[src/rtl/utfs_pkg.sv]
`timescale 1ns / 1ps

package utfs_pkg;

  // Byte queue geometry. The queue_count field is five bits wide, enough to count up to the depth.
  localparam int unsigned QueueDepth = 16;
  localparam int unsigned PtrW       = $clog2(QueueDepth);
  localparam int unsigned CountW     = 5;
  localparam logic [CountW-1:0] QueueFull = CountW'(QueueDepth);

  // Serial frame: start bit, eight data bits, two stop bits.
  localparam int unsigned FrameW   = 11;
  localparam logic [1:0]  StopBits = 2'h3;

  // Operation codes as they arrive on tuser.
  localparam logic [1:0] OpPut   = 2'd0;
  localparam logic [1:0] OpTick  = 2'd1;
  localparam logic [1:0] OpFlush = 2'd2;

  typedef enum logic [1:0] {
    CmdPut   = 2'd0,
    CmdTick  = 2'd1,
    CmdFlush = 2'd2,
    CmdNone  = 2'd3
  } cmd_kind_e;

  typedef struct packed {
    cmd_kind_e  kind;
    logic [7:0] data;
  } cmd_t;

  function automatic logic [PtrW-1:0] ptr_inc(input logic [PtrW-1:0] ptr);
    logic [PtrW-1:0] res;
    if (ptr == PtrW'(QueueDepth - 1)) begin
      res = '0;
    end else begin
      res = ptr + PtrW'(1);
    end
    return res;
  endfunction

endpackage

[src/rtl/utfs_front.sv]
`timescale 1ns / 1ps

module utfs_front (
  input  logic                clk_i,
  input  logic                rst_ni,
  input  logic                in_valid_i,
  output logic                in_ready_o,
  input  logic [1:0]          in_op_i,
  input  logic [7:0]          in_data_i,
  output logic                cmd_valid_o,
  input  logic                cmd_ready_i,
  output utfs_pkg::cmd_t      cmd_o
);

  utfs_pkg::cmd_t cmd_in;
  utfs_pkg::cmd_t slot_q [2];
  logic           wr_idx_q, wr_idx_d;
  logic           rd_idx_q, rd_idx_d;
  logic [1:0]     count_q, count_d;
  logic           push, pop;

  always_comb begin
    cmd_in.data = in_data_i;
    case (in_op_i)
      utfs_pkg::OpPut:   cmd_in.kind = utfs_pkg::CmdPut;
      utfs_pkg::OpTick:  cmd_in.kind = utfs_pkg::CmdTick;
      utfs_pkg::OpFlush: cmd_in.kind = utfs_pkg::CmdFlush;
      default:           cmd_in.kind = utfs_pkg::CmdNone;
    endcase
  end

  assign in_ready_o  = (count_q != 2'd2);
  assign cmd_valid_o = (count_q != 2'd0);
  assign cmd_o       = slot_q[rd_idx_q];
  assign push        = in_valid_i && in_ready_o;
  assign pop         = cmd_valid_o && cmd_ready_i;

  always_comb begin
    wr_idx_d = push ? ~wr_idx_q : wr_idx_q;
    rd_idx_d = pop ? ~rd_idx_q : rd_idx_q;
    count_d  = count_q + {1'b0, push} - {1'b0, pop};
  end

  always_ff @(posedge clk_i or negedge rst_ni) begin
    if (!rst_ni) begin
      wr_idx_q <= 1'b0;
      rd_idx_q <= 1'b0;
      count_q  <= 2'd0;
    end else begin
      wr_idx_q <= wr_idx_d;
      rd_idx_q <= rd_idx_d;
      count_q  <= count_d;
    end
  end

  always_ff @(posedge clk_i) begin
    if (push) begin
      slot_q[wr_idx_q] <= cmd_in;
    end
  end

endmodule

[src/rtl/utfs_engine.sv]
`timescale 1ns / 1ps

module utfs_engine (
  input  logic           clk_i,
  input  logic           rst_ni,
  input  logic           cmd_valid_i,
  output logic           cmd_ready_o,
  input  utfs_pkg::cmd_t cmd_i,
  output logic           out_valid_o,
  input  logic           out_ready_i,
  output logic [7:0]     out_data_o
);

  logic [7:0]                    store_q [utfs_pkg::QueueDepth];
  logic [utfs_pkg::PtrW-1:0]     rd_q, rd_d;
  logic [utfs_pkg::PtrW-1:0]     wr_q, wr_d;
  logic [utfs_pkg::CountW-1:0]   fill_q, fill_d;
  logic [utfs_pkg::FrameW-1:0]   frame_q, frame_d;
  logic                          line_q, line_d;
  logic                          run_q, run_d;
  logic                          out_valid_q;
  logic [7:0]                    out_data_q, out_data_d;
  logic                          fire, wr_en, load, dropped;
  logic [7:0]                    head_byte;
  logic [7:0]                    head_q;

  assign cmd_ready_o = !out_valid_q || out_ready_i;
  assign fire        = cmd_valid_i && cmd_ready_o;
  assign out_valid_o = out_valid_q;
  assign out_data_o  = out_data_q;

  always_comb begin
    rd_d      = rd_q;
    wr_d      = wr_q;
    fill_d    = fill_q;
    frame_d   = frame_q;
    line_d    = line_q;
    run_d     = run_q;
    wr_en     = 1'b0;
    load      = 1'b0;
    dropped   = 1'b0;
    head_byte = head_q;

    case (cmd_i.kind)
      utfs_pkg::CmdPut: begin
        if (fill_q < utfs_pkg::QueueFull) begin
          wr_en  = 1'b1;
          wr_d   = utfs_pkg::ptr_inc(wr_q);
          fill_d = fill_q + utfs_pkg::CountW'(1);
        end else begin
          dropped = 1'b1;
        end
        if (frame_q == '0 && fill_d != '0) begin
          load = 1'b1;
          // An empty queue means the head is the byte arriving right now.
          if (fill_q == '0) begin
            head_byte = cmd_i.data;
          end
        end
      end
      utfs_pkg::CmdTick: begin
        if (run_q) begin
          if (frame_q != '0) begin
            line_d  = frame_q[0];
            frame_d = frame_q >> 1;
          end else if (fill_q != '0) begin
            line_d = 1'b1;
            load   = 1'b1;
          end else begin
            run_d = 1'b0;
          end
        end
      end
      utfs_pkg::CmdFlush: begin
        rd_d   = wr_q;
        fill_d = '0;
      end
      default: begin
      end
    endcase

    if (load) begin
      rd_d    = utfs_pkg::ptr_inc(rd_q);
      fill_d  = fill_d - utfs_pkg::CountW'(1);
      frame_d = {utfs_pkg::StopBits, head_byte, 1'b0};
      run_d   = 1'b1;
    end

    out_data_d = {dropped, fill_d, run_d, line_d};
  end

  always_ff @(posedge clk_i or negedge rst_ni) begin
    if (!rst_ni) begin
      rd_q        <= '0;
      wr_q        <= '0;
      fill_q      <= '0;
      frame_q     <= '0;
      line_q      <= 1'b1;
      run_q       <= 1'b0;
      out_valid_q <= 1'b0;
    end else begin
      if (fire) begin
        rd_q    <= rd_d;
        wr_q    <= wr_d;
        fill_q  <= fill_d;
        frame_q <= frame_d;
        line_q  <= line_d;
        run_q   <= run_d;
      end
      if (cmd_ready_o) begin
        out_valid_q <= cmd_valid_i;
      end
    end
  end

  always_ff @(posedge clk_i) begin
    if (fire) begin
      out_data_q <= out_data_d;
      if (wr_en) begin
        store_q[wr_q] <= cmd_i.data;
      end
      // The byte at the next read pointer is kept registered; a write into that
      // very slot in the same cycle is forwarded.
      if (wr_en && wr_q == rd_d) begin
        head_q <= cmd_i.data;
      end else begin
        head_q <= store_q[rd_d];
      end
    end
  end

endmodule

[src/rtl/uart_tx_fifo_serializer_unit.sv]
`timescale 1ns / 1ps

// Serial transmitter (8 data bits, two stop bits) fed from a 16-byte queue.
// Input channel: tuser carries the operation (put a byte, bit tick, flush),
// tdata carries the byte for a put. Every input beat yields exactly one output
// beat reporting the line level, the running flag, the number of queued bytes
// and whether a put was dropped on a full queue.
// An input beat passes through the two-entry command queue of the front end,
// then through the transmit engine, whose result sits in an output register.
// Throughput is one beat per cycle while the receiver keeps tready high; the
// engine updates all its state at once for each command it takes.
// Reset clears the queue, leaves the line idle high and the transmitter stopped.
// When the receiver holds tready low the output register keeps its beat, the
// engine stops, and the command queue absorbs up to two more beats before
// s_axis_tready_o falls.
module uart_tx_fifo_serializer_unit (
  input  logic        clk_i,
  input  logic        rst_ni,
  input  logic        s_axis_tvalid_i,
  output logic        s_axis_tready_o,
  input  logic [7:0]  s_axis_tdata_i,   // [7:0] data_byte
  input  logic [1:0]  s_axis_tuser_i,   // [1:0] operation
  output logic        m_axis_tvalid_o,
  input  logic        m_axis_tready_i,
  output logic [7:0]  m_axis_tdata_o    // [0] line_level, [1] running,
                                        // [6:2] queue_count, [7] dropped
);

  logic           cmd_valid, cmd_ready;
  utfs_pkg::cmd_t cmd;

  utfs_front u_front (
    .clk_i       (clk_i),
    .rst_ni      (rst_ni),
    .in_valid_i  (s_axis_tvalid_i),
    .in_ready_o  (s_axis_tready_o),
    .in_op_i     (s_axis_tuser_i),
    .in_data_i   (s_axis_tdata_i),
    .cmd_valid_o (cmd_valid),
    .cmd_ready_i (cmd_ready),
    .cmd_o       (cmd)
  );

  utfs_engine u_engine (
    .clk_i       (clk_i),
    .rst_ni      (rst_ni),
    .cmd_valid_i (cmd_valid),
    .cmd_ready_o (cmd_ready),
    .cmd_i       (cmd),
    .out_valid_o (m_axis_tvalid_o),
    .out_ready_i (m_axis_tready_i),
    .out_data_o  (m_axis_tdata_o)
  );

  // The queue never reports more bytes than it holds.
  assert property (@(posedge clk_i) disable iff (!rst_ni)
    m_axis_tvalid_o |-> (m_axis_tdata_o[6:2] <= utfs_pkg::QueueFull))
    else $error("queue_count above queue depth");

  // A drop only happens on a full queue, which at most loses one byte to a new frame.
  assert property (@(posedge clk_i) disable iff (!rst_ni)
    (m_axis_tvalid_o && m_axis_tdata_o[7]) |->
      (m_axis_tdata_o[6:2] >= utfs_pkg::QueueFull - utfs_pkg::CountW'(1)))
    else $error("byte dropped while the queue had room");

  // A stopped transmitter always leaves the line idle high.
  assert property (@(posedge clk_i) disable iff (!rst_ni)
    (m_axis_tvalid_o && !m_axis_tdata_o[1]) |-> m_axis_tdata_o[0])
    else $error("line low while transmitter stopped");

  // A command taken by the engine lands in the output register on the next edge.
  assert property (@(posedge clk_i) disable iff (!rst_ni)
    (cmd_valid && cmd_ready) |=> m_axis_tvalid_o)
    else $error("engine result lost");

endmodule
[config.mk]
export PLATFORM = sky130hd
export DESIGN_NAME = uart_tx_fifo_serializer_unit
export DESIGN_NICKNAME = d
export VERILOG_FILES = /design/src/rtl/utfs_pkg.sv /design/src/rtl/utfs_front.sv /design/src/rtl/utfs_engine.sv /design/src/rtl/uart_tx_fifo_serializer_unit.sv
export SDC_FILE = /design/constraint.sdc
export NUM_CORES = 1
export LEC_CHECK = 0
export CAP_MARGIN = 20
export CORE_ASPECT_RATIO = 0.9
export CORE_UTILIZATION = 55
export CTS_BUF_LIST = sky130_fd_sc_hd__clkbuf_8
export DETAILED_ROUTE_END_ITERATION = 8
export DONT_BUFFER_PORTS = 1
export PLACE_DENSITY = 0.73
export SLEW_MARGIN = 40
export SYNTH_ARGS = -nofsm -noshare
export SYNTH_HDL_FRONTEND = slang
export SYNTH_SLANG_ARGS = --single-unit
[constraint.sdc]
create_clock -name clk_i -period 2.85 [get_ports clk_i]
set_clock_uncertainty 0.15 [all_clocks]
set_input_delay 0.855 -clock clk_i [delete_from_list [all_inputs] [get_ports clk_i]]
set_output_delay 0.855 -clock clk_i [all_outputs]
set_load 0.1 [all_outputs]
# Word level (Yosys, flattened, before mapping)
# Memory sizes are Yosys's and may differ from the RTL's. A register that Yosys moved wholly into a read port is not among the register bits.
# Cells that the tools add are included.
[word_totals] ff_bits=39 ramBits=148 output_inout_bits=10 word_cells=85 n_memories=2
[memory_table] memory="u_engine.store_q" depth=16 width=8 rd=1 rd_ports_with_merged_regs=1 wr=1 line_no="utfs_engine.sv:14" text="logic [7:0] store_q [utfs_pkg::QueueDepth];"
[memory_table] memory="u_front.slot_q" depth=2 width=10 rd=1 rd_ports_with_merged_regs=0 wr=1 line_no="utfs_front.sv:16" text="utfs_pkg::cmd_t slot_q [2];"
[op_classes] addsub=6 n_lt_le_gt_ge=1 n_eq_ne=7 mux=37 bitwise_logic=2 n_reduce_logical=18
[ops] cell="$mux W11" count=4
[ops] cell="$mux W8" count=3
[ops] cell="$mux W1" count=20
[ops] cell="$mux W4" count=4
[ops] cell="$mux W5" count=3
[ops] cell="$logic_not A11 Y1" count=1
[ops] cell="$reduce_bool A11 Y1" count=1
[ops] cell="$pmux W5 S2" count=1
[ops] cell="$reduce_bool A5 Y1" count=2
[ops] cell="$add A4 B1 Y4 const B" count=2
[ops] cell="$eq A4 B4 Y1 const B" count=2
[ops] cell="$reduce_bool A2 Y1" count=4
[ops] cell="$pmux W2 S3" count=1
[ops] cell="$add A5 B1 Y5 const B" count=1
[ops] cell="$logic_not A5 Y1" count=1
[ops] cell="$lt A5 B5 Y1 const B" count=1
[ops] cell="$sub A5 B1 Y5 const B" count=1
[ops] cell="$eq A2 B1 Y1 const B" count=2
[ops] cell="$eq A2 B2 Y1 const B" count=2
[ops] cell="$logic_not A2 Y1" count=2
[ops] cell="$reduce_and A4 Y1" count=1
[ops] cell="$logic_and A1 B1 Y1" count=3
[ops] cell="$reduce_and A3 Y1" count=1
[ops] cell="$add A2 B1 Y2" count=1
[ops] cell="6 further kinds" count=7

# Logic depth before layout (Yosys ltp)
[depth] ltp_word=9 depth_mapped=12 depth_no_buf=10

# Modules after synthesis
# From an unflattened synthesis, not the netlist that was laid out.
[unflattened] hier_cells=670 hier_area_um2=8669.6
[modules_own_cells] mod="utfs_engine" n_inst=1 cells_each=620 area_per_inst_um2=7742.4
[modules_own_cells] mod="utfs_front" n_inst=1 cells_each=50 area_per_inst_um2=927.1

# Least setup slack after synthesis
# OpenSTA, ideal clock, no wires.
[synth_timing] path_kind="register to register" startpoint="reg u_engine.fill_q[0] (netlist name)" endpoint="reg u_engine.head_q[3] (read register of u_engine.store_q), data pin" setup_ns=0.263 arrival_time_ns=2.751 required_time_ns=2.437 slack_ns=-0.314 stages_incl_launch_ff=13 path_buffers=2 cell_sequence="dfrtp_1 -> inv_1 -> ha_1 -> nor4b_2 -> o211ai_2 -> nand3_4 -> mux2_4 -> buf_6 -> xnor2_2 -> nand4_2 -> buf_4 -> nor2_1 -> a31oi_1"
[synth_via] elab_chain_len=8 elab_cells_between_ends=13
[synth_rtl] element="start, declared" line_no="utfs_engine.sv:17" text="logic [utfs_pkg::CountW-1:0] fill_q, fill_d;"
[synth_rtl] element="start signal, assigned" line_no="utfs_engine.sv:105" text="fill_q <= fill_d;"
[synth_rtl] element="$add A5 B1 Y5 or $lt A5 B5 Y1 (tied branches)" line_no="utfs_engine.sv:49, utfs_engine.sv:46"
[synth_rtl] element="$mux W5" line_no="utfs_engine.sv:46" text="if (fill_q < utfs_pkg::QueueFull) begin"
[synth_rtl] element="$mux W5" line_no="utfs_engine.sv:44" text="case (cmd_i.kind)"
[synth_rtl] element="$reduce_bool A5 Y1" line_no="utfs_engine.sv:53" text="if (frame_q == '0 && fill_d != '0) begin"
[synth_rtl] element="$logic_and A1 B1 Y1" line_no="utfs_engine.sv:53"
[synth_rtl] element="$mux W1" line_no="utfs_engine.sv:53"
[synth_rtl] element="$pmux W1 S2 (*)" line_no="utfs_engine.sv:44"
[synth_rtl] element="$mux W4 (*)" line_no="utfs_engine.sv:82" text="if (load) begin"
[synth_rtl] element="end, declared" line_no="utfs_engine.sv:25" text="logic [7:0] head_q;"
# Mark *: on every way between the ends. The rest lies on a longest branch, timed or not. The select of a mux whose other input is x is not followed.
# A chain may end at the register's enable or synchronous reset.

# Final worst setup path
[layout_timing] startpoint="reg u_engine.fill_q[0] (netlist name)" endpoint="reg u_engine.head_q[5] (read register of u_engine.store_q), data pin"
# Same word-level chain as after synthesis.

==> results.json <==
{
  "status": "finished, violations left",
  "failed_checks": "negative setup slack",
  "overflow": 0,
  "crit_top_cell": "buf_4",
  "nNetsFinal": 810,
  "r2r_cells": 12,
  "r2r_end": "u_engine.head_q[5]",
  "layout.cells.non_filler": 1001,
  "cts_sinks": 195,
  "slew_headroom": 0.576,
  "hold_path.class": "input port to async pin",
  "numPortBuffers": 0,
  "start_util": 0.567,
  "wire_per_inst_um": 22.4,
  "tightest_slew_ns": 0.631,
  "remaining_drc_errors": 0,
  "syn_inst": 654,
  "period_minus_slack_ns": 3.19,
  "die_height_um": 122,
  "dieArea_mm2": 0.0165,
  "period_share": 1.12,
  "endpoint": "u_engine.head_q[5]",
  "vias": 6083,
  "worstPathMaxFanout": 5,
  "crit_start": "u_engine.fill_q[0]",
  "arrival_ns": 3.26,
  "max-vdd-ir-drop_mv": 0.630,
  "dp_slack_ns": -0.480,
  "crit_type": "flip-flop to flip-flop",
  "die_w_um": 135,
  "reg2reg_setup_slack_ns": -0.34,
  "rows": 43,
  "setup_viol": 8,
  "fin_area_mm2": 0.0108,
  "antenna_found_initial": 0,
  "diodes": 0,
  "critPathRequiredTime_ns": 2.92,
  "pwr-share-clk": 0.151,
  "vias_per_cell": 6.08,
  "cts_buffer_depth": 2,
  "swShare": 0.413,
  "yosysTopAreaCellShare": 0.561,
  "leakage_nw": 3.98,
  "grt_pass1_vias": 5898,
  "synth_fp_nets": 678,
  "fin_ws_ns": -0.339,
  "grtUsageTotal": 0.286,
  "ios": 24,
  "cts_root_buf": "clkbuf_8",
  "rsz0062_at_grt": "yes",
  "crit_cells": 12,
  "cts_buffers": 17,
  "ys_warn_count": 0,
  "syn-cell-area_mm2": 0.00878,
  "wirelength_mm": 22.4,
  "gp_congestion": 0.865,
  "dp_hpwl_mm": 14.3,
  "critPathLaunchType": "flip-flop",
  "switchingPower_mw": 4.69,
  "grt_pass1_wl_mm": 33.6,
  "fp.coreArea_mm2": 0.0155,
  "ys_seq_area_frac": 0.649,
  "synth_cell_types": 74,
  "comb_power_share": 0.493,
  "final_antenna_net_count": 0,
  "drt-initial-drc-count": 565,
  "asyncSetResetFlopFracSynth": 0.159,
  "cts_tree": "yes",
  "cts.clk_slew.worst_paths_ns": 0.11,
  "dr.pass1.iters": 5,
  "htree_num_levels": 4,
  "syn_avg_cell_area_um2": 13.4,
  "worstReg2RegStart": "u_engine.fill_q[0]",
  "cp_top_family": "simple AND/OR/NAND/NOR gates",
  "synth_top_area_cell": "edfxtp_1",
  "yosys_register_bits": 195,
  "synth_edf_count": 164,
  "drv_slew": 0,
  "total_power_mw": 11.3,
  "p_seq_frac": 0.356,
  "placedCellCount": 944,
  "grt_max_degree": 31,
  "yosys-top-cells-area": "edfxtp_1, dfrtp_1, mux2i_1",
  "finalHoldViolCount": 0,
  "synth_flop_cell": "edfxtp_1",
  "placed_area_mm2": 0.00981,
  "p_per_area_mw_per_mm2": 1050,
  "syn_to_final_growth_pct": 22.5,
  "maxCapViolations": 0,
  "path_buf_inv": 3,
  "max_clock_freq_mhz": 314,
  "cpPeakStageDelay_ns": 0.42,
  "synth.most_common_cell": "edfxtp_1",
  "end_kind": "flip-flop",
  "p_int_mw": 6.66,
  "critPathSlowestCell": "dfrtp_1",
  "path_cells": "inv_2 > ha_4 > nor4b_4 > o211ai_2 > buf_4 > and4_4 > nor2_8 > buf_4 > mux2_2 > a32oi_1 > and4_1 > nor3_4",
  "synth.top_cells.by_count": "edfxtp_1, nand2_1, mux2i_1, nor2_1, o21ai_0",
  "post_route_cells_drive_above_1_share": 0.320,
  "clock_latency_ns": 0.47
}
==> worst min path at each step <==
stage,end,from
floorplan,u_engine.line_q,u_engine.line_q
global placement,u_engine.line_q,u_engine.line_q
detailed placement,u_engine.line_q,u_engine.line_q
CTS,u_engine.line_q,rst_ni
global route,u_engine.line_q,rst_ni
finish,u_engine.rd_q[1],rst_ni
==> cells by family (layout without fill, tap and decap cells) <==
kind of cell,count (synthesis),in the layout,share of synthesized area
adder cells (fa/ha/maj),10,10,0.0143
XOR/XNOR,12,12,0.0128
flip-flops,195,195,0.649
AND/OR/NAND/NOR,195,198,0.106
AO/OA/AOI/OAI,129,129,0.107
multiplexers,65,65,0.0794
buffers and inverters,48,190,0.0306
==> sequential cells by signal, indices dropped and copies added (netlist names), 2 cells and up <==
name / flops
u_engine.out_data_o: 8
u_engine.fill_q: 5
u_front.slot_q: 20
u_engine.head_q: 8
u_engine.wr_q: 4
u_front.count_q: 2
u_engine.rd_q: 4
u_engine.store_q: 128
u_engine.frame_q: 11
==> cells in the final DEF (no fill, tap or decap), types with 5 or more instances in the layout <==
| cell | n |
|---|---|
| mux2_2 | 16 |
| nand3_1 | 17 |
| buf_12 | 7 |
| clkbuf_8 | 17 |
| and3_1 | 5 |
| buf_4 | 126 |
| a21boi_0 | 9 |
| a311oi_2 | 10 |
| a2111oi_4 | 6 |
| a31oi_1 | 10 |
| ha_1 | 9 |
| inv_1 | 14 |
| edfxtp_1 | 164 |
| a32oi_1 | 7 |
| mux2i_1 | 41 |
| o21ai_0 | 26 |
| o21ai_1 | 9 |
| a2111oi_2 | 5 |
| xnor2_1 | 8 |
| dfrtp_1 | 29 |
| a21oi_1 | 12 |
| nand2_1 | 91 |
| buf_6 | 9 |
| nor2_1 | 43 |
==> routing by layer <==
metal / GRT usage / routed length, um / up-vias
met5: 0 / 0 / -
met4: 0.0934 / 294 / 0
met3: 0.0687 / 1990 / 28
met2: 0.439 / 10400 / 279
met1: 0.402 / 9710 / 3025
li1: - / - / 2751
==> repair_timing <==
| action | CTS | global route |
|---|---|---|
| endpoints found under the setup margin | 8 | 47 |
| hold endpoints to repair | 30 | 0 |
| pin swaps | 9 | 16 |
| cloned | 3 | 1 |
| setup buffers | 15 | 5 |
| gates resized for setup | 37 | 41 |
| hold buffers | 1 | 0 |
==> cell type report <==
class | count | area [um^2]
Sequential cell | 195 | 5700
Timing Repair Buffer | 143 | 1200
Clock inverter | 15 | 148
Fill cell | 1098 | 4740
Clock buffer | 17 | 234
Inverter | 15 | 56.3
Tap cell | 202 | 253
Multi-Input combinational cell | 414 | 3160
==> metrics by stage <==
stage          TNS, ns  hold slack, ns   util
2_1_floorplan   -0.915           0.289      -
3_3_place_gp     -2.44           0.299  0.633
3_5_place_dp     -3.18           0.310  0.633
4_1_cts          -2.39          0.0304  0.679
5_1_grt          -3.41          0.0215  0.694
6_report         -2.45          0.0551  0.694
==> power groups by stage <==
stage	combinational, mW	clock (mW)	sequential (mW)
2_1_floorplan	2.75	0	4.33
6_report	5.60	1.71	4.04
4_1_cts	5.17	1.72	4.02
3_3_place_gp	4.58	0	4.06
3_5_place_dp	4.70	0	4.08
5_1_grt	5.92	1.83	4.07
No activity file was read; power rests on OpenSTA's default activity.
